`src/rtl/dwvc_pkg.sv`:
```
`timescale 1ns / 1ps
// Shared widths, item and register types, command/status structs for the
// differential wheel velocity controller. No dependencies.
package dwvc_pkg;

  localparam int SPD_W      = 18;
  localparam int CURV_W     = 16;
  localparam int DT_W       = 20;
  localparam int GAIN_W     = 32;
  localparam int STEP_W     = 17;
  localparam int TW_W       = 16;
  localparam int CFG_IDX_W  = 3;
  localparam int CFG_DATA_W = 32;

  // shared multiplier: gains, speed or v*c on A, speeds/diffs/curvature/track on B
  localparam int MUL_A_W = GAIN_W + 3;
  localparam int MUL_B_W = SPD_W + 1;
  localparam int PROD_W  = MUL_A_W + MUL_B_W;

  localparam int SPLIT_SHIFT = 21;
  localparam int PWR_SHIFT   = 16;

  // divider: |gain_accel * target change| < 2^50
  localparam int NUM_W    = GAIN_W + SPD_W;
  localparam int DIV_BITS = 2;

  localparam int SPD_MAX = (1 << (SPD_W - 1)) - 1;
  localparam int SPD_MIN = -(1 << (SPD_W - 1));

  localparam logic [GAIN_W-1:0] GAIN_VELOCITY_RST = GAIN_W'(6554);
  localparam logic [GAIN_W-1:0] GAIN_ACCEL_RST    = GAIN_W'(131);
  localparam logic [GAIN_W-1:0] GAIN_ERROR_RST    = GAIN_W'(655);
  localparam logic [STEP_W-1:0] MAX_STEP_RST      = STEP_W'(2560);
  localparam logic [TW_W-1:0]   TRACK_WIDTH_RST   = TW_W'(3584);

  typedef logic signed [SPD_W-1:0]  spd_t;
  typedef logic signed [CURV_W-1:0] curv_t;
  typedef logic signed [PROD_W-1:0] prod_t;

  typedef enum logic [CFG_IDX_W-1:0] {
    REG_GAIN_VELOCITY = CFG_IDX_W'(0),
    REG_GAIN_ACCEL    = CFG_IDX_W'(1),
    REG_GAIN_ERROR    = CFG_IDX_W'(2),
    REG_MAX_STEP      = CFG_IDX_W'(3),
    REG_TRACK_WIDTH   = CFG_IDX_W'(4)
  } reg_idx_e;

  typedef struct packed {
    logic [GAIN_W-1:0] gain_velocity;
    logic [GAIN_W-1:0] gain_accel;
    logic [GAIN_W-1:0] gain_error;
    logic [STEP_W-1:0] max_step;
    logic [TW_W-1:0]   track_width;
  } cfg_t;

  typedef struct packed {
    spd_t            target_speed;
    curv_t           path_curvature;
    logic [DT_W-1:0] elapsed_us;
    spd_t            measured_left;
    spd_t            measured_right;
  } in_item_t;

  typedef struct packed {
    spd_t left_power;
    spd_t right_power;
    spd_t left_limited;
    spd_t right_limited;
  } out_item_t;

  typedef struct packed {
    logic load;
    logic mul_vc;
    logic mul_tw;
    logic target;
    logic slew;
    logic mul_acc;
    logic div_start;
    logic mul_vel;
    logic mul_err;
    logic sum;
    logic store;
    logic finish;
    logic wheel;
  } cmd_t;

  typedef struct packed {
    logic dt_zero;
    logic div_done;
  } sts_t;

  function automatic spd_t sat_spd(input prod_t x);
    spd_t r;
    if (x > PROD_W'(SPD_MAX)) begin
      r = spd_t'(SPD_MAX);
    end else if (x < PROD_W'(SPD_MIN)) begin
      r = spd_t'(SPD_MIN);
    end else begin
      r = x[SPD_W-1:0];
    end
    return r;
  endfunction

endpackage

```
`src/rtl/dwvc_if.sv`:
```
`timescale 1ns / 1ps
// Valid/ready channel interfaces: input items, result items, register writes.
// Depends on dwvc_pkg.
interface dwvc_in_if;
  logic                         valid;
  logic                         ready;
  dwvc_pkg::spd_t               target_speed;
  dwvc_pkg::curv_t              path_curvature;
  logic [dwvc_pkg::DT_W-1:0]    elapsed_us;
  dwvc_pkg::spd_t               measured_left;
  dwvc_pkg::spd_t               measured_right;

  modport source (output valid, target_speed, path_curvature, elapsed_us,
                  measured_left, measured_right, input ready);
  modport sink   (input valid, target_speed, path_curvature, elapsed_us,
                  measured_left, measured_right, output ready);
endinterface

interface dwvc_out_if;
  logic           valid;
  logic           ready;
  dwvc_pkg::spd_t left_power;
  dwvc_pkg::spd_t right_power;
  dwvc_pkg::spd_t left_limited;
  dwvc_pkg::spd_t right_limited;

  modport source (output valid, left_power, right_power, left_limited,
                  right_limited, input ready);
  modport sink   (input valid, left_power, right_power, left_limited,
                  right_limited, output ready);
endinterface

interface dwvc_cfg_if;
  logic                            valid;
  logic                            ready;
  logic [dwvc_pkg::CFG_IDX_W-1:0]  index;
  logic [dwvc_pkg::CFG_DATA_W-1:0] data;

  modport source (output valid, index, data, input ready);
  modport sink   (input valid, index, data, output ready);
endinterface

```
`src/rtl/dwvc_div.sv`:
```
`timescale 1ns / 1ps
// Unsigned restoring divider, DIV_BITS quotient bits per cycle.
// Depends on dwvc_pkg.
module dwvc_div (
  input  logic                        clk_i,
  input  logic                        rst_ni,
  input  logic                        start_i,
  input  logic [dwvc_pkg::NUM_W-1:0]  num_i,
  input  logic [dwvc_pkg::DT_W-1:0]   den_i,
  output logic                        done_o,
  output logic [dwvc_pkg::NUM_W-1:0]  quo_o
);
  import dwvc_pkg::*;

  localparam int DIV_CYCLES = NUM_W / DIV_BITS;
  localparam int CNT_W      = $clog2(DIV_CYCLES + 1);

  logic             busy_q, busy_d;
  logic             done_q, done_d;
  logic [CNT_W-1:0] cnt_q, cnt_d;
  logic [NUM_W-1:0] num_q, num_d;
  logic [DT_W-1:0]  rem_q, rem_d;
  logic [DT_W-1:0]  den_q;

  always_comb begin
    logic [NUM_W-1:0] n;
    logic [DT_W-1:0]  r;
    logic [DT_W:0]    t;
    n = num_q;
    r = rem_q;
    for (int i = 0; i < DIV_BITS; i++) begin
      t = {r, n[NUM_W-1]};
      n = {n[NUM_W-2:0], 1'b0};
      if (t >= {1'b0, den_q}) begin
        t    = t - {1'b0, den_q};
        n[0] = 1'b1;
      end
      r = t[DT_W-1:0];
    end
    num_d  = n;
    rem_d  = r;
    busy_d = busy_q;
    cnt_d  = cnt_q;
    done_d = 1'b0;
    if (start_i) begin
      busy_d = 1'b1;
      cnt_d  = CNT_W'(DIV_CYCLES);
    end else if (busy_q) begin
      cnt_d = cnt_q - CNT_W'(1);
      if (cnt_q == CNT_W'(1)) begin
        busy_d = 1'b0;
        done_d = 1'b1;
      end
    end
  end

  always_ff @(posedge clk_i or negedge rst_ni) begin
    if (!rst_ni) begin
      busy_q <= 1'b0;
      done_q <= 1'b0;
      cnt_q  <= '0;
    end else begin
      busy_q <= busy_d;
      done_q <= done_d;
      cnt_q  <= cnt_d;
    end
  end

  always_ff @(posedge clk_i) begin
    if (start_i) begin
      num_q <= num_i;
      rem_q <= '0;
      den_q <= den_i;
    end else if (busy_q) begin
      num_q <= num_d;
      rem_q <= rem_d;
    end
  end

  assign done_o = done_q;
  assign quo_o  = num_q;

endmodule

```
`src/rtl/dwvc_datapath.sv`:
```
`timescale 1ns / 1ps
// Datapath: input registers, shared multiplier, wheel split, slew limit,
// power accumulation, wheel state and result registers. Depends on dwvc_pkg, dwvc_div.
module dwvc_datapath (
  input  logic                 clk_i,
  input  logic                 rst_ni,
  input  dwvc_pkg::cmd_t       cmd_i,
  output dwvc_pkg::sts_t       sts_o,
  input  dwvc_pkg::cfg_t       cfg_i,
  input  dwvc_pkg::in_item_t   item_i,
  output dwvc_pkg::out_item_t  item_o
);
  import dwvc_pkg::*;

  spd_t             v_q, ml_q, mr_q;
  curv_t            c_q;
  logic [DT_W-1:0]  dt_q;
  prod_t            p_q, acc_q;
  spd_t             lt_q, rt_q, ll_q, rl_q, pl_q, pr_q;
  spd_t             out_pl_q, out_pr_q;
  spd_t             prev_lt_q, prev_rt_q, last_ll_q, last_rl_q;
  logic             neg_q;

  logic signed [MUL_A_W-1:0] mul_a;
  logic signed [MUL_B_W-1:0] mul_b;
  prod_t                     prod;
  spd_t                      tgt_w, prev_w, lim_w, meas_w;
  logic signed [SPD_W:0]     tgt_diff, err_diff;
  prod_t                     split_d, v_ext, num_abs, q_ext, acc_div;
  spd_t                      lt_n, rt_n, pwr_n;
  logic                      div_done;
  logic [NUM_W-1:0]          quo;

  function automatic spd_t slew(input spd_t tgt, input spd_t last,
                                input logic [STEP_W-1:0] step);
    logic signed [SPD_W:0] diff;
    logic [SPD_W:0]        mag;
    logic [SPD_W:0]        res;
    diff = {tgt[SPD_W-1], tgt} - {last[SPD_W-1], last};
    mag  = diff[SPD_W] ? -diff : diff;
    if (mag > {{(SPD_W + 1 - STEP_W){1'b0}}, step}) begin
      mag = {{(SPD_W + 1 - STEP_W){1'b0}}, step};
    end
    res = diff[SPD_W] ? {last[SPD_W-1], last} - mag : {last[SPD_W-1], last} + mag;
    return res[SPD_W-1:0];
  endfunction

  assign tgt_w  = cmd_i.wheel ? rt_q : lt_q;
  assign prev_w = cmd_i.wheel ? prev_rt_q : prev_lt_q;
  assign lim_w  = cmd_i.wheel ? rl_q : ll_q;
  assign meas_w = cmd_i.wheel ? mr_q : ml_q;

  assign tgt_diff = {tgt_w[SPD_W-1], tgt_w} - {prev_w[SPD_W-1], prev_w};
  assign err_diff = {lim_w[SPD_W-1], lim_w} - {meas_w[SPD_W-1], meas_w};

  always_comb begin
    mul_a = '0;
    mul_b = '0;
    priority if (cmd_i.mul_vc) begin
      mul_a = {{(MUL_A_W - SPD_W){v_q[SPD_W-1]}}, v_q};
      mul_b = {{(MUL_B_W - CURV_W){c_q[CURV_W-1]}}, c_q};
    end else if (cmd_i.mul_tw) begin
      mul_a = p_q[MUL_A_W-1:0];
      mul_b = {{(MUL_B_W - TW_W){1'b0}}, cfg_i.track_width};
    end else if (cmd_i.mul_acc) begin
      mul_a = {{(MUL_A_W - GAIN_W){1'b0}}, cfg_i.gain_accel};
      mul_b = tgt_diff;
    end else if (cmd_i.mul_vel) begin
      mul_a = {{(MUL_A_W - GAIN_W){1'b0}}, cfg_i.gain_velocity};
      mul_b = {lim_w[SPD_W-1], lim_w};
    end else if (cmd_i.mul_err) begin
      mul_a = {{(MUL_A_W - GAIN_W){1'b0}}, cfg_i.gain_error};
      mul_b = err_diff;
    end else begin
      mul_a = '0;
      mul_b = '0;
    end
  end

  assign prod = mul_a * mul_b;

  assign split_d = p_q >>> SPLIT_SHIFT;
  assign v_ext   = {{(PROD_W - SPD_W){v_q[SPD_W-1]}}, v_q};
  assign lt_n    = sat_spd(v_ext + split_d);
  assign rt_n    = sat_spd(v_ext - split_d);

  assign num_abs = p_q[PROD_W-1] ? -p_q : p_q;
  assign q_ext   = {{(PROD_W - NUM_W){1'b0}}, quo};
  assign acc_div = neg_q ? -q_ext : q_ext;
  assign pwr_n   = sat_spd(acc_q >>> PWR_SHIFT);

  dwvc_div u_div (
    .clk_i   (clk_i),
    .rst_ni  (rst_ni),
    .start_i (cmd_i.div_start),
    .num_i   (num_abs[NUM_W-1:0]),
    .den_i   (dt_q),
    .done_o  (div_done),
    .quo_o   (quo)
  );

  always_ff @(posedge clk_i) begin
    if (cmd_i.load) begin
      v_q  <= item_i.target_speed;
      c_q  <= item_i.path_curvature;
      dt_q <= item_i.elapsed_us;
      ml_q <= item_i.measured_left;
      mr_q <= item_i.measured_right;
    end
    if (cmd_i.mul_vc || cmd_i.mul_tw || cmd_i.mul_acc || cmd_i.mul_vel ||
        cmd_i.mul_err) begin
      p_q <= prod;
    end
    if (cmd_i.target) begin
      lt_q <= lt_n;
      rt_q <= rt_n;
    end
    if (cmd_i.slew) begin
      ll_q <= slew(lt_q, last_ll_q, cfg_i.max_step);
      rl_q <= slew(rt_q, last_rl_q, cfg_i.max_step);
    end
    if (cmd_i.div_start) begin
      neg_q <= p_q[PROD_W-1];
    end
    if (cmd_i.mul_vel) begin
      acc_q <= (dt_q == '0) ? '0 : acc_div;
    end else if (cmd_i.mul_err || cmd_i.sum) begin
      acc_q <= acc_q + p_q;
    end
    if (cmd_i.store) begin
      if (cmd_i.wheel) begin
        pr_q <= pwr_n;
      end else begin
        pl_q <= pwr_n;
      end
    end
    if (cmd_i.finish) begin
      out_pl_q <= pl_q;
      out_pr_q <= pr_q;
    end
  end

  always_ff @(posedge clk_i or negedge rst_ni) begin
    if (!rst_ni) begin
      prev_lt_q <= '0;
      prev_rt_q <= '0;
      last_ll_q <= '0;
      last_rl_q <= '0;
    end else if (cmd_i.finish) begin
      prev_lt_q <= lt_q;
      prev_rt_q <= rt_q;
      last_ll_q <= ll_q;
      last_rl_q <= rl_q;
    end
  end

  assign sts_o.dt_zero  = (dt_q == '0);
  assign sts_o.div_done = div_done;

  assign item_o.left_power    = out_pl_q;
  assign item_o.right_power   = out_pr_q;
  assign item_o.left_limited  = last_ll_q;
  assign item_o.right_limited = last_rl_q;

endmodule

```
`src/rtl/dwvc_ctrl.sv`:
```
`timescale 1ns / 1ps
// Sequencer: steps the datapath through one item, left wheel then right,
// and owns the input ready and result valid. Depends on dwvc_pkg.
module dwvc_ctrl (
  input  logic           clk_i,
  input  logic           rst_ni,
  input  logic           in_valid_i,
  output logic           in_ready_o,
  output logic           out_valid_o,
  input  logic           out_ready_i,
  input  dwvc_pkg::sts_t sts_i,
  output dwvc_pkg::cmd_t cmd_o
);
  import dwvc_pkg::*;

  typedef enum logic [12:0] {
    S_IDLE      = 13'b0000000000001,
    S_MUL_VC    = 13'b0000000000010,
    S_MUL_TW    = 13'b0000000000100,
    S_TARGET    = 13'b0000000001000,
    S_SLEW      = 13'b0000000010000,
    S_MUL_ACC   = 13'b0000000100000,
    S_DIV_START = 13'b0000001000000,
    S_DIV_WAIT  = 13'b0000010000000,
    S_MUL_VEL   = 13'b0000100000000,
    S_MUL_ERR   = 13'b0001000000000,
    S_SUM       = 13'b0010000000000,
    S_STORE     = 13'b0100000000000,
    S_FINISH    = 13'b1000000000000
  } state_e;

  state_e state_q, state_d;
  logic   wheel_q, wheel_d;
  logic   out_valid_q, out_valid_d;

  always_comb begin
    state_d     = state_q;
    wheel_d     = wheel_q;
    out_valid_d = out_valid_q;
    cmd_o       = '0;
    cmd_o.wheel = wheel_q;
    if (out_valid_q && out_ready_i) begin
      out_valid_d = 1'b0;
    end
    unique case (state_q)
      S_IDLE: begin
        if (in_valid_i) begin
          cmd_o.load = 1'b1;
          wheel_d    = 1'b0;
          state_d    = S_MUL_VC;
        end
      end
      S_MUL_VC: begin
        cmd_o.mul_vc = 1'b1;
        state_d      = S_MUL_TW;
      end
      S_MUL_TW: begin
        cmd_o.mul_tw = 1'b1;
        state_d      = S_TARGET;
      end
      S_TARGET: begin
        cmd_o.target = 1'b1;
        state_d      = S_SLEW;
      end
      S_SLEW: begin
        cmd_o.slew = 1'b1;
        state_d    = S_MUL_ACC;
      end
      S_MUL_ACC: begin
        cmd_o.mul_acc = 1'b1;
        state_d       = S_DIV_START;
      end
      S_DIV_START: begin
        if (sts_i.dt_zero) begin
          state_d = S_MUL_VEL;
        end else begin
          cmd_o.div_start = 1'b1;
          state_d         = S_DIV_WAIT;
        end
      end
      S_DIV_WAIT: begin
        if (sts_i.div_done) begin
          state_d = S_MUL_VEL;
        end
      end
      S_MUL_VEL: begin
        cmd_o.mul_vel = 1'b1;
        state_d       = S_MUL_ERR;
      end
      S_MUL_ERR: begin
        cmd_o.mul_err = 1'b1;
        state_d       = S_SUM;
      end
      S_SUM: begin
        cmd_o.sum = 1'b1;
        state_d   = S_STORE;
      end
      S_STORE: begin
        cmd_o.store = 1'b1;
        if (wheel_q) begin
          state_d = S_FINISH;
        end else begin
          wheel_d = 1'b1;
          state_d = S_MUL_ACC;
        end
      end
      S_FINISH: begin
        if (!out_valid_q || out_ready_i) begin
          cmd_o.finish = 1'b1;
          out_valid_d  = 1'b1;
          state_d      = S_IDLE;
        end
      end
      default: state_d = S_IDLE;
    endcase
  end

  always_ff @(posedge clk_i or negedge rst_ni) begin
    if (!rst_ni) begin
      state_q     <= S_IDLE;
      wheel_q     <= 1'b0;
      out_valid_q <= 1'b0;
    end else begin
      state_q     <= state_d;
      wheel_q     <= wheel_d;
      out_valid_q <= out_valid_d;
    end
  end

  assign in_ready_o  = (state_q == S_IDLE);
  assign out_valid_o = out_valid_q;

  a_no_div_on_zero_dt: assert property (@(posedge clk_i) disable iff (!rst_ni)
    state_q == S_DIV_WAIT |-> !sts_i.dt_zero)
    else $error("divider waited on with zero elapsed time");

  a_accept_starts_item: assert property (@(posedge clk_i) disable iff (!rst_ni)
    in_valid_i && in_ready_o |=> state_q == S_MUL_VC)
    else $error("accepted item did not start");

  a_done_only_waiting: assert property (@(posedge clk_i) disable iff (!rst_ni)
    sts_i.div_done |-> state_q == S_DIV_WAIT)
    else $error("divider done outside wait state");

  a_finish_holds: assert property (@(posedge clk_i) disable iff (!rst_ni)
    state_q == S_FINISH && out_valid_q && !out_ready_i
      |=> state_q == S_FINISH && out_valid_q)
    else $error("finished item overwrote pending result");

endmodule

```
`src/rtl/differential_wheel_velocity_control_core.sv`:
```
`timescale 1ns / 1ps
// Top level: register file, sequencer and datapath of the wheel velocity
// controller. Depends on dwvc_pkg, dwvc_if, dwvc_ctrl, dwvc_datapath.

// One item is one control tick. The block takes an item only when idle. It
// first splits and slew-limits both wheels, then works through each wheel in
// turn, waiting on the shared 2-bit-per-cycle divider that forms the
// acceleration term, and last hands the result to the output register once
// that register is free. With an elapsed time of zero the divider is skipped.
// A finished result waits in the output register, so the next item can be
// taken and worked on before the last one is collected. Register writes are
// always ready; indexes beyond the register list are ignored.
module differential_wheel_velocity_control_core (
  input  logic       clk_i,
  input  logic       rst_ni,
  dwvc_in_if.sink    in_i,
  dwvc_out_if.source out_o,
  dwvc_cfg_if.sink   cfg_i
);
  import dwvc_pkg::*;

  cfg_t      cfg_q;
  cmd_t      cmd;
  sts_t      sts;
  in_item_t  in_item;
  out_item_t out_item;

  assign cfg_i.ready = 1'b1;

  always_ff @(posedge clk_i or negedge rst_ni) begin
    if (!rst_ni) begin
      cfg_q.gain_velocity <= GAIN_VELOCITY_RST;
      cfg_q.gain_accel    <= GAIN_ACCEL_RST;
      cfg_q.gain_error    <= GAIN_ERROR_RST;
      cfg_q.max_step      <= MAX_STEP_RST;
      cfg_q.track_width   <= TRACK_WIDTH_RST;
    end else if (cfg_i.valid && cfg_i.ready) begin
      unique case (reg_idx_e'(cfg_i.index))
        REG_GAIN_VELOCITY: cfg_q.gain_velocity <= cfg_i.data[GAIN_W-1:0];
        REG_GAIN_ACCEL:    cfg_q.gain_accel    <= cfg_i.data[GAIN_W-1:0];
        REG_GAIN_ERROR:    cfg_q.gain_error    <= cfg_i.data[GAIN_W-1:0];
        REG_MAX_STEP:      cfg_q.max_step      <= cfg_i.data[STEP_W-1:0];
        REG_TRACK_WIDTH:   cfg_q.track_width   <= cfg_i.data[TW_W-1:0];
        default: ;
      endcase
    end
  end

  assign in_item.target_speed   = in_i.target_speed;
  assign in_item.path_curvature = in_i.path_curvature;
  assign in_item.elapsed_us     = in_i.elapsed_us;
  assign in_item.measured_left  = in_i.measured_left;
  assign in_item.measured_right = in_i.measured_right;

  dwvc_ctrl u_ctrl (
    .clk_i       (clk_i),
    .rst_ni      (rst_ni),
    .in_valid_i  (in_i.valid),
    .in_ready_o  (in_i.ready),
    .out_valid_o (out_o.valid),
    .out_ready_i (out_o.ready),
    .sts_i       (sts),
    .cmd_o       (cmd)
  );

  dwvc_datapath u_datapath (
    .clk_i  (clk_i),
    .rst_ni (rst_ni),
    .cmd_i  (cmd),
    .sts_o  (sts),
    .cfg_i  (cfg_q),
    .item_i (in_item),
    .item_o (out_item)
  );

  assign out_o.left_power    = out_item.left_power;
  assign out_o.right_power   = out_item.right_power;
  assign out_o.left_limited  = out_item.left_limited;
  assign out_o.right_limited = out_item.right_limited;

endmodule
```
`src/flat_wrapper.sv`:
```
// flat-port wrapper written by rule: the top's interface ports become plain ports
module differential_wheel_velocity_control_core_flat import dwvc_pkg::*;
  (clk_i, rst_ni, in_i_valid, in_i_target_speed, in_i_path_curvature, in_i_elapsed_us, in_i_measured_left, in_i_measured_right, in_i_ready, out_o_valid, out_o_left_power, out_o_right_power, out_o_left_limited, out_o_right_limited, out_o_ready, cfg_i_valid, cfg_i_index, cfg_i_data, cfg_i_ready);
  dwvc_in_if in_i_i ();
  dwvc_out_if out_o_i ();
  dwvc_cfg_if cfg_i_i ();
  input  logic clk_i;
  input  logic rst_ni;
  input wire logic [$bits(in_i_i.valid)-1:0] in_i_valid;
  input wire logic [$bits(in_i_i.target_speed)-1:0] in_i_target_speed;
  input wire logic [$bits(in_i_i.path_curvature)-1:0] in_i_path_curvature;
  input wire logic [$bits(in_i_i.elapsed_us)-1:0] in_i_elapsed_us;
  input wire logic [$bits(in_i_i.measured_left)-1:0] in_i_measured_left;
  input wire logic [$bits(in_i_i.measured_right)-1:0] in_i_measured_right;
  output wire logic [$bits(in_i_i.ready)-1:0] in_i_ready;
  output wire logic [$bits(out_o_i.valid)-1:0] out_o_valid;
  output wire logic [$bits(out_o_i.left_power)-1:0] out_o_left_power;
  output wire logic [$bits(out_o_i.right_power)-1:0] out_o_right_power;
  output wire logic [$bits(out_o_i.left_limited)-1:0] out_o_left_limited;
  output wire logic [$bits(out_o_i.right_limited)-1:0] out_o_right_limited;
  input wire logic [$bits(out_o_i.ready)-1:0] out_o_ready;
  input wire logic [$bits(cfg_i_i.valid)-1:0] cfg_i_valid;
  input wire logic [$bits(cfg_i_i.index)-1:0] cfg_i_index;
  input wire logic [$bits(cfg_i_i.data)-1:0] cfg_i_data;
  output wire logic [$bits(cfg_i_i.ready)-1:0] cfg_i_ready;
  assign in_i_i.valid = in_i_valid;
  assign in_i_i.target_speed = in_i_target_speed;
  assign in_i_i.path_curvature = in_i_path_curvature;
  assign in_i_i.elapsed_us = in_i_elapsed_us;
  assign in_i_i.measured_left = in_i_measured_left;
  assign in_i_i.measured_right = in_i_measured_right;
  assign in_i_ready = in_i_i.ready;
  assign out_o_valid = out_o_i.valid;
  assign out_o_left_power = out_o_i.left_power;
  assign out_o_right_power = out_o_i.right_power;
  assign out_o_left_limited = out_o_i.left_limited;
  assign out_o_right_limited = out_o_i.right_limited;
  assign out_o_i.ready = out_o_ready;
  assign cfg_i_i.valid = cfg_i_valid;
  assign cfg_i_i.index = cfg_i_index;
  assign cfg_i_i.data = cfg_i_data;
  assign cfg_i_ready = cfg_i_i.ready;
  differential_wheel_velocity_control_core u_core (.clk_i(clk_i), .rst_ni(rst_ni), .in_i(in_i_i), .out_o(out_o_i), .cfg_i(cfg_i_i));
endmodule
```
`config.mk`:
```
export PLATFORM = sky130hd
export DESIGN_NAME = differential_wheel_velocity_control_core_flat
export DESIGN_NICKNAME = d
export VERILOG_FILES = /design/src/rtl/dwvc_pkg.sv /design/src/rtl/dwvc_if.sv /design/src/rtl/dwvc_div.sv /design/src/rtl/dwvc_datapath.sv /design/src/rtl/dwvc_ctrl.sv /design/src/rtl/differential_wheel_velocity_control_core.sv /design/src/flat_wrapper.sv
export SDC_FILE = /design/constraint.sdc
export NUM_CORES = 2
export LEC_CHECK = 0
export BUFFER_PORTS_ARGS = -buffer_cell sky130_fd_sc_hd__buf_2
export CAP_MARGIN = 20
export CELL_PAD_IN_SITES_DETAIL_PLACEMENT = 0
export CELL_PAD_IN_SITES_GLOBAL_PLACEMENT = 2
export CORE_MARGIN = 2
export CORE_UTILIZATION = 24
export CTS_CLUSTER_SIZE = 25
export DETAILED_ROUTE_END_ITERATION = 8
export PLACE_DENSITY = 0.54
export SYNTH_ARGS = -nofsm -noshare
export SYNTH_HDL_FRONTEND = slang
export SYNTH_SLANG_ARGS = --single-unit
```
`constraint.sdc`:
```
create_clock -name clk_i -period 26.7 [get_ports clk_i]
set_clock_uncertainty 0.05 [all_clocks]
set_input_delay 1.335 -clock clk_i [delete_from_list [all_inputs] [get_ports clk_i]]
set_output_delay 1.335 -clock clk_i [all_outputs]
set_load 0.005 [all_outputs]
```
# Yosys cells after proc, flatten, opt, wreduce, memory -nomap -nowiden
# Index checks and enable logic that the tools add are counted.
dict set report classes {
  add_sub_neg 18
  mul 1
  magnitude_cmp 10
  eq_ne 21
  mux 71
  bitwise 1
  n_reduce_logical 22
}
# op count
set op_table {}
lappend op_table {{$mux W18} 14}
lappend op_table {{$mux W54} 4}
lappend op_table {{$pmux W13 S13} 1}
lappend op_table {{$mux W50} 3}
lappend op_table {{$mux W19} 7}
lappend op_table {{$mux W32} 3}
lappend op_table {{$sub A18 B18 Y19} 4}
lappend op_table {{$mux W35} 2}
lappend op_table {{$gt A34 B18 Y1 const B} 2}
lappend op_table {{$lt A34 B18 Y1 const B} 2}
lappend op_table {{$add A54 B54 Y54} 1}
lappend op_table {{$mul A35 B19 Y54} 1}
lappend op_table {{$neg A50 Y54} 1}
lappend op_table {{$mux W13} 4}
lappend op_table {{$neg A50 Y50} 1}
lappend op_table {{$ge A21 B20 Y1} 2}
lappend op_table {{$mux W20} 2}
lappend op_table {{$sub A20 B20 Y20} 2}
lappend op_table {{$gt A19 B17 Y1} 2}
lappend op_table {{$gt A38 B18 Y1 const B} 1}
lappend op_table {{$lt A38 B18 Y1 const B} 1}
lappend op_table {{$neg A19 Y19} 2}
lappend op_table {{$add A18 B18 Y18} 2}
lappend op_table {{$sub A18 B18 Y18} 2}
lappend op_table {{34 further kinds} 78}
dict set report totals {
  reg_bits 656
  inputBits 130
  out_inout_bits 75
  wordCells 178
}

# Depth between registers and ports, before layout
dict set report logic_depth {
  word_depth 8
  depth_mapped 46
  ltp_nobuf 41
}

# Cells and area by module
# Synthesis repeated with hierarchy kept, for this count alone.
dict set report hier_totals {
  hier_cells 6983
  area_unflattened_um2 67277.0
}
# mod instances cells_each area_per_inst_um2 seq_area_each_um2
set by_module_without_submodules {}
lappend by_module_without_submodules {dwvc_datapath 1 5971 54853.9 12101.6}
lappend by_module_without_submodules {dwvc_div 1 638 6603.8 2677.6}
lappend by_module_without_submodules {differential_wheel_velocity_control_core 1 279 4911.0 3254.4}
lappend by_module_without_submodules {dwvc_ctrl 1 95 908.4 376.6}

# Least setup slack after synthesis
# Ideal clock, no wire load.
dict set report synth_timing {
  path_type {reg2reg}
  startpoint {register u_core.u_ctrl.wheel_q}
  endpoint {register u_core.u_datapath.p_q[52], data pin}
  setup_ps 258
  t_arrival_ps 11068
  t_required_ps 26392
  path_slack_ps 15324
  path_stages_with_launch 42
  n_path_buf 5
  period_less_slack_ps 11376
  path_cell_list {dfrtp_1 -> buf_1 -> clkbuf_1 -> buf_1 -> buf_1 -> mux2i_1 -> ha_1 -> inv_1 -> fa_1 -> a21o_1 -> a21oi_1 -> o21bai_1 -> a21o_1 -> a21oi_1 -> o21ai_0 -> a41oi_1 -> a211o_1 -> nor3_1 -> [6 not listed] -> fa_1 -> fa_1 -> fa_1 -> fa_1 -> ha_1 -> ha_1 -> a21o_1 -> a21o_1 -> a21o_1 -> a21oi_1 -> nor2b_1 -> a2111o_1 -> a21oi_1 -> o21ai_0 -> or2_2 -> a311o_1 -> a21oi_1 -> xnor2_1}
}
dict set report synth_via {
  elab_chain_len 8
  elab_cells_between_ends 12
  classes_between {add/sub: 2; mul: 1; mux: 9}
}
# element line
set synth_rtl {}
lappend synth_rtl {{from (decl)} dwvc_ctrl.sv:33} ;# logic wheel_q, wheel_d;
lappend synth_rtl {{from (signal assigned)} dwvc_ctrl.sv:125} ;# wheel_q <= wheel_d;
lappend synth_rtl {{$mux W18 (on tied branches)} {dwvc_datapath.sv:50, dwvc_datapath.sv:51}}
lappend synth_rtl {{$sub A18 B18 Y19} dwvc_datapath.sv:54} ;# assign err_diff = {lim_w[SPD_W-1], lim_w} - {meas_w[SPD_W-1], meas_w};
lappend synth_rtl {{$mux W19} dwvc_datapath.sv:71} ;# end else if (cmd_i.mul_err) begin
lappend synth_rtl {{$mux W19} dwvc_datapath.sv:68} ;# end else if (cmd_i.mul_vel) begin
lappend synth_rtl {{$mux W19 *} dwvc_datapath.sv:65} ;# end else if (cmd_i.mul_acc) begin
lappend synth_rtl {{$mux W19 *} dwvc_datapath.sv:62} ;# end else if (cmd_i.mul_tw) begin
lappend synth_rtl {{$mux W19 *} dwvc_datapath.sv:59} ;# priority if (cmd_i.mul_vc) begin
lappend synth_rtl {{$mul A35 B19 Y54 *} dwvc_datapath.sv:80} ;# assign prod = mul_a * mul_b;
lappend synth_rtl {{via u_core.u_datapath.prod[52]} dwvc_datapath.sv:26} ;# prod_t prod;
lappend synth_rtl {{to (signal assigned)} dwvc_datapath.sv:112} ;# p_q <= prod;
lappend synth_rtl {{to (decl)} dwvc_datapath.sv:18} ;# prod_t p_q, acc_q;
# The timed path passes the listed nets; every way through them passes the cells marked *.
# A chain may end at the register's enable or synchronous reset.

# Worst setup path after layout
# Same ends and word-level chain as after synthesis.

==> results.py <==
metrics = {
    "run_status": {
        "status": "finished clean",
    },
    "cts": {
        "cts_buffer_depth": 3,
        "ctsResizeCount": 0,
        "cts_root_buf": "clkbuf_16",
        "postCtsSetupBuffers": 0,
        "htreeDepth": 3,
        "numCtsBuffers": 82,
        "clock_latency_ns": 0.73,
        "path_clk_slew_ns": 0.06,
        "cts_tree": "done",
        "clock_sink_count": 656,
        "hold_buffers": 0,
    },
    "floorplan": {
        "rows": 193,
        "die_area_um2": 281000,
        "die_w_um": 530,
        "fp.coreArea_um2": 276000,
        "start_util_pct": 24.1,
        "boundaryPins": 205,
        "die_h_um": 530,
    },
    "critical_path": {
        "cp-start-kind": "flip-flop",
        "crit_path_max_fanout": 38,
        "crit_top_cell": "fa_1",
        "endpoint_kind": "flip-flop",
        "crit_type": "reg -> reg",
        "critical_path.max_stage_delay_ns": 0.81,
        "critPathArrivalTime_ns": 12.79,
        "critPathRequiredTime_ns": 27.08,
        "crit_path_top_delay_cell": "a2111oi_0",
    },
    "finish": {
        "syn_to_final_growth_pct": 13.0,
        "final_area_um2": 75000,
        "layout-drive-gt1-share_pct": 10.7,
        "final_nets": 8360,
    },
    "logic_synthesis": {
        "synthXorXnorAreaFrac_pct": 5.68,
        "ys_seq_elements": 656,
        "synth.distinct_cells": 94,
        "synth_mux_area_share_pct": 4.22,
        "ys_seq_area_share_pct": 27.8,
        "yosys.area_share.simple_pct": 13.8,
        "synthCells": 7002,
        "synthArstFlopShare_pct": 34.0,
        "synth_compound_area_share_pct": 13.8,
        "syn_nets": 8236,
        "synthFlopType": "edfxtp_1",
        "synth_edf_count": 413,
        "yosys.area_share.adder_pct": 28.2,
        "synth_top_family_by_area": "adder cells",
        "syn_area_um2": 66300,
        "synth-warning-count": 0,
        "syn_area_per_cell_um2": 9.47,
    },
    "timing": {
        "fin_crit_sh_pct": 46.5,
        "fmax_ghz": 0.0805,
        "hold_viol_final": 0,
        "post-route-min-period_ns": 12.42,
        "fin_tns_setup_ns": 0,
        "finalMaxSlewViolations": 0,
        "timing.hold.ws_ns": 0.333,
        "rsz0062_at_grt": "no",
        "maxSlewHeadroom_pct": 25.2,
        "worst_pin_slew_ns": 1.12,
        "setup_viol_count_final": 0,
    },
    "drt": {
        "drt-vias-per-instance": 4.74,
        "avgRoutedWirePerCell_um": 24.0,
        "drcViolationCount": 0,
        "vias": 51700,
        "dr.pass1.iters": 6,
        "wirelength_um": 262000,
        "drt_iter0_drc": 3033,
        "antenna_left": 0,
    },
    "power_and_ir_drop": {
        "switching_power_mw": 2.27,
        "leakage_nw": 32.3,
        "ir_drop_v": 0.0000508,
        "finalPower_mw": 5.10,
        "seq_power_share_pct": 28.8,
        "p_clk_share_pct": 22.7,
        "powerDensity_nw_per_um2": 68.0,
        "p_comb_share_pct": 48.5,
        "p_int_mw": 2.83,
        "sw_frac_of_total_pct": 44.5,
    },
    "min_path": {
        "hold_class": "reg -> reg",
    },
    "grt": {
        "grt.overflow.total": 0,
        "grt.busiest_layer": "met2",
        "grt_pass1_vias": 54800,
        "antenna_found_initial": 32,
        "use_met3_pct": 1.73,
        "met1_usage_pct": 25.5,
        "grt_pass1_wl_um": 383000,
        "grt_max_degree": 101,
        "grt_use_total_pct": 18.5,
        "grt_util_met2_pct": 31.6,
    },
    "place": {
        "place_area_um2": 72200,
        "io_buffers": 203,
        "gp_congestion": 0.822,
        "dp_hpwl_um": 208000,
    },
    "flow_run": {
        "maxCapViolCount": 0,
    },
}
## per-layer routing
layer	wire length [µm]	part of all wire (%)
met5	9	0.0034
met4	4960	1.9
met3	9250	3.5
met2	126000	48
met1	122000	47
## cell usage after synthesis (all sizes together) (77+ instances only)
master	instances	area, µm²
ha	451	5640
nand2b	77	482
fa	653	13100
edfxtp	413	12400
nor2	480	1800
a21oi	343	1720
a21o	133	998
o21ai	332	1680
xor2	154	1350
xnor2	274	2400
mux2	181	2040
nand2	870	3270
nor3	93	465
nand3	88	440
clkbuf	264	991
dfrtp	201	5030
inv	865	3250
## worst max-delay path, delay by kind of cell, from the launching register on
| family | cells | cell delay [ns] |
|---|---|---|
| AND/OR/NAND/NOR | 5 | 1.41 |
| adder cells (fa/ha/maj) | 10 | 4.41 |
| multiplexers | 1 | 0.36 |
| flip-flops | 1 | 0.80 |
| XOR/XNOR | 1 | 0.09 |
| buffers and inverters | 1 | 0.07 |
| AO/OA/AOI/OAI | 17 | 4.82 |
## state kept, by name, summed over array words and instances (netlist names), 20 cells and up
register and flops:
u_core.cfg_q 129, u_core.u_datapath.acc_q 54, u_core.u_datapath.u_div.den_q 20, u_core.u_datapath.u_div.quo_o 50
u_core.u_datapath.p_q 54, u_core.u_datapath.dt_q 20, u_core.u_datapath.u_div.rem_q 20
## path summary, 6_finish.rpt
kind,from,endpoint,slack [ns],cells past startpoint
worst min register to register,u_core.u_datapath.pr_q[12]$_DFFE_PP_,u_core.u_datapath.out_pr_q[12]$_DFFE_PP_,0.33,0
worst max-delay path,u_core.u_ctrl.wheel_q$_DFFE_PN0P_,u_core.u_datapath.p_q[52]$_DFFE_PP_,14.28,35
worst min-delay path,u_core.u_datapath.pr_q[12]$_DFFE_PP_,u_core.u_datapath.out_pr_q[12]$_DFFE_PP_,0.33,0
worst max register to register,u_core.u_ctrl.wheel_q$_DFFE_PN0P_,u_core.u_datapath.p_q[52]$_DFFE_PP_,14.28,35
min in group asynchronous,rst_ni,u_core.cfg_q[14]$_DFFE_PN0P_,0.64,1
max in group asynchronous,rst_ni,u_core.u_ctrl.wheel_q$_DFFE_PN0P_,24.29,2
## kinds of logic after synthesis
logic type,count (synthesis)
other,1
flip-flops,656
adder cells (fa/ha/maj),1104
AND/OR/NAND/NOR,2012
multiplexers,257
buffers and inverters,1157
XOR/XNOR,429
AO/OA/AOI/OAI,1386
## cells in the final DEF (no fill, tap or decap), types with 154 or more instances in the layout
master / count
nand2_1: 868
inv_1: 860
fa_1: 653
nor2_1: 476
ha_1: 451
edfxtp_1: 413
a21oi_1: 340
o21ai_0: 318
xnor2_1: 274
buf_2: 202
dfrtp_1: 200
mux2_2: 180
xor2_1: 154
## final cells by class
class                           count  area, µm²
Antenna cell                        9       22.5
Clock buffer                      103       2150
Clock inverter                     48        557
Fill cell                       29600     201000
Inverter                          867       3260
Multi-Input combinational cell   5189      43900
Sequential cell                   656      18400
Tap cell                         3705       4640
Timing Repair Buffer              330       2000
## metrics by stage
| step | utilization, % | setup slack [ns] | std cells |
|---|---|---|---|
| after floorplan | - | 15.32 | 7002 |
| after global placement | 26.2 | 13.97 | 10700 |
| after detailed placement | 26.2 | 13.83 | 10700 |
| after CTS | 27.2 | 13.73 | 10900 |
| after global routing | 27.2 | 13.57 | 10900 |
| final | 27.2 | 14.28 | 10900 |
## power groups by stage
stage,combinational [mW],sequential [mW],clock [mW]
final,2.47,1.47,1.16
after global routing,2.76,1.48,1.23
after CTS,2.50,1.47,1.20
after detailed placement,2.48,1.49,0
after global placement,2.49,1.49,0
after floorplan,1.70,1.37,0
Power figures use the tool's default switching activity.
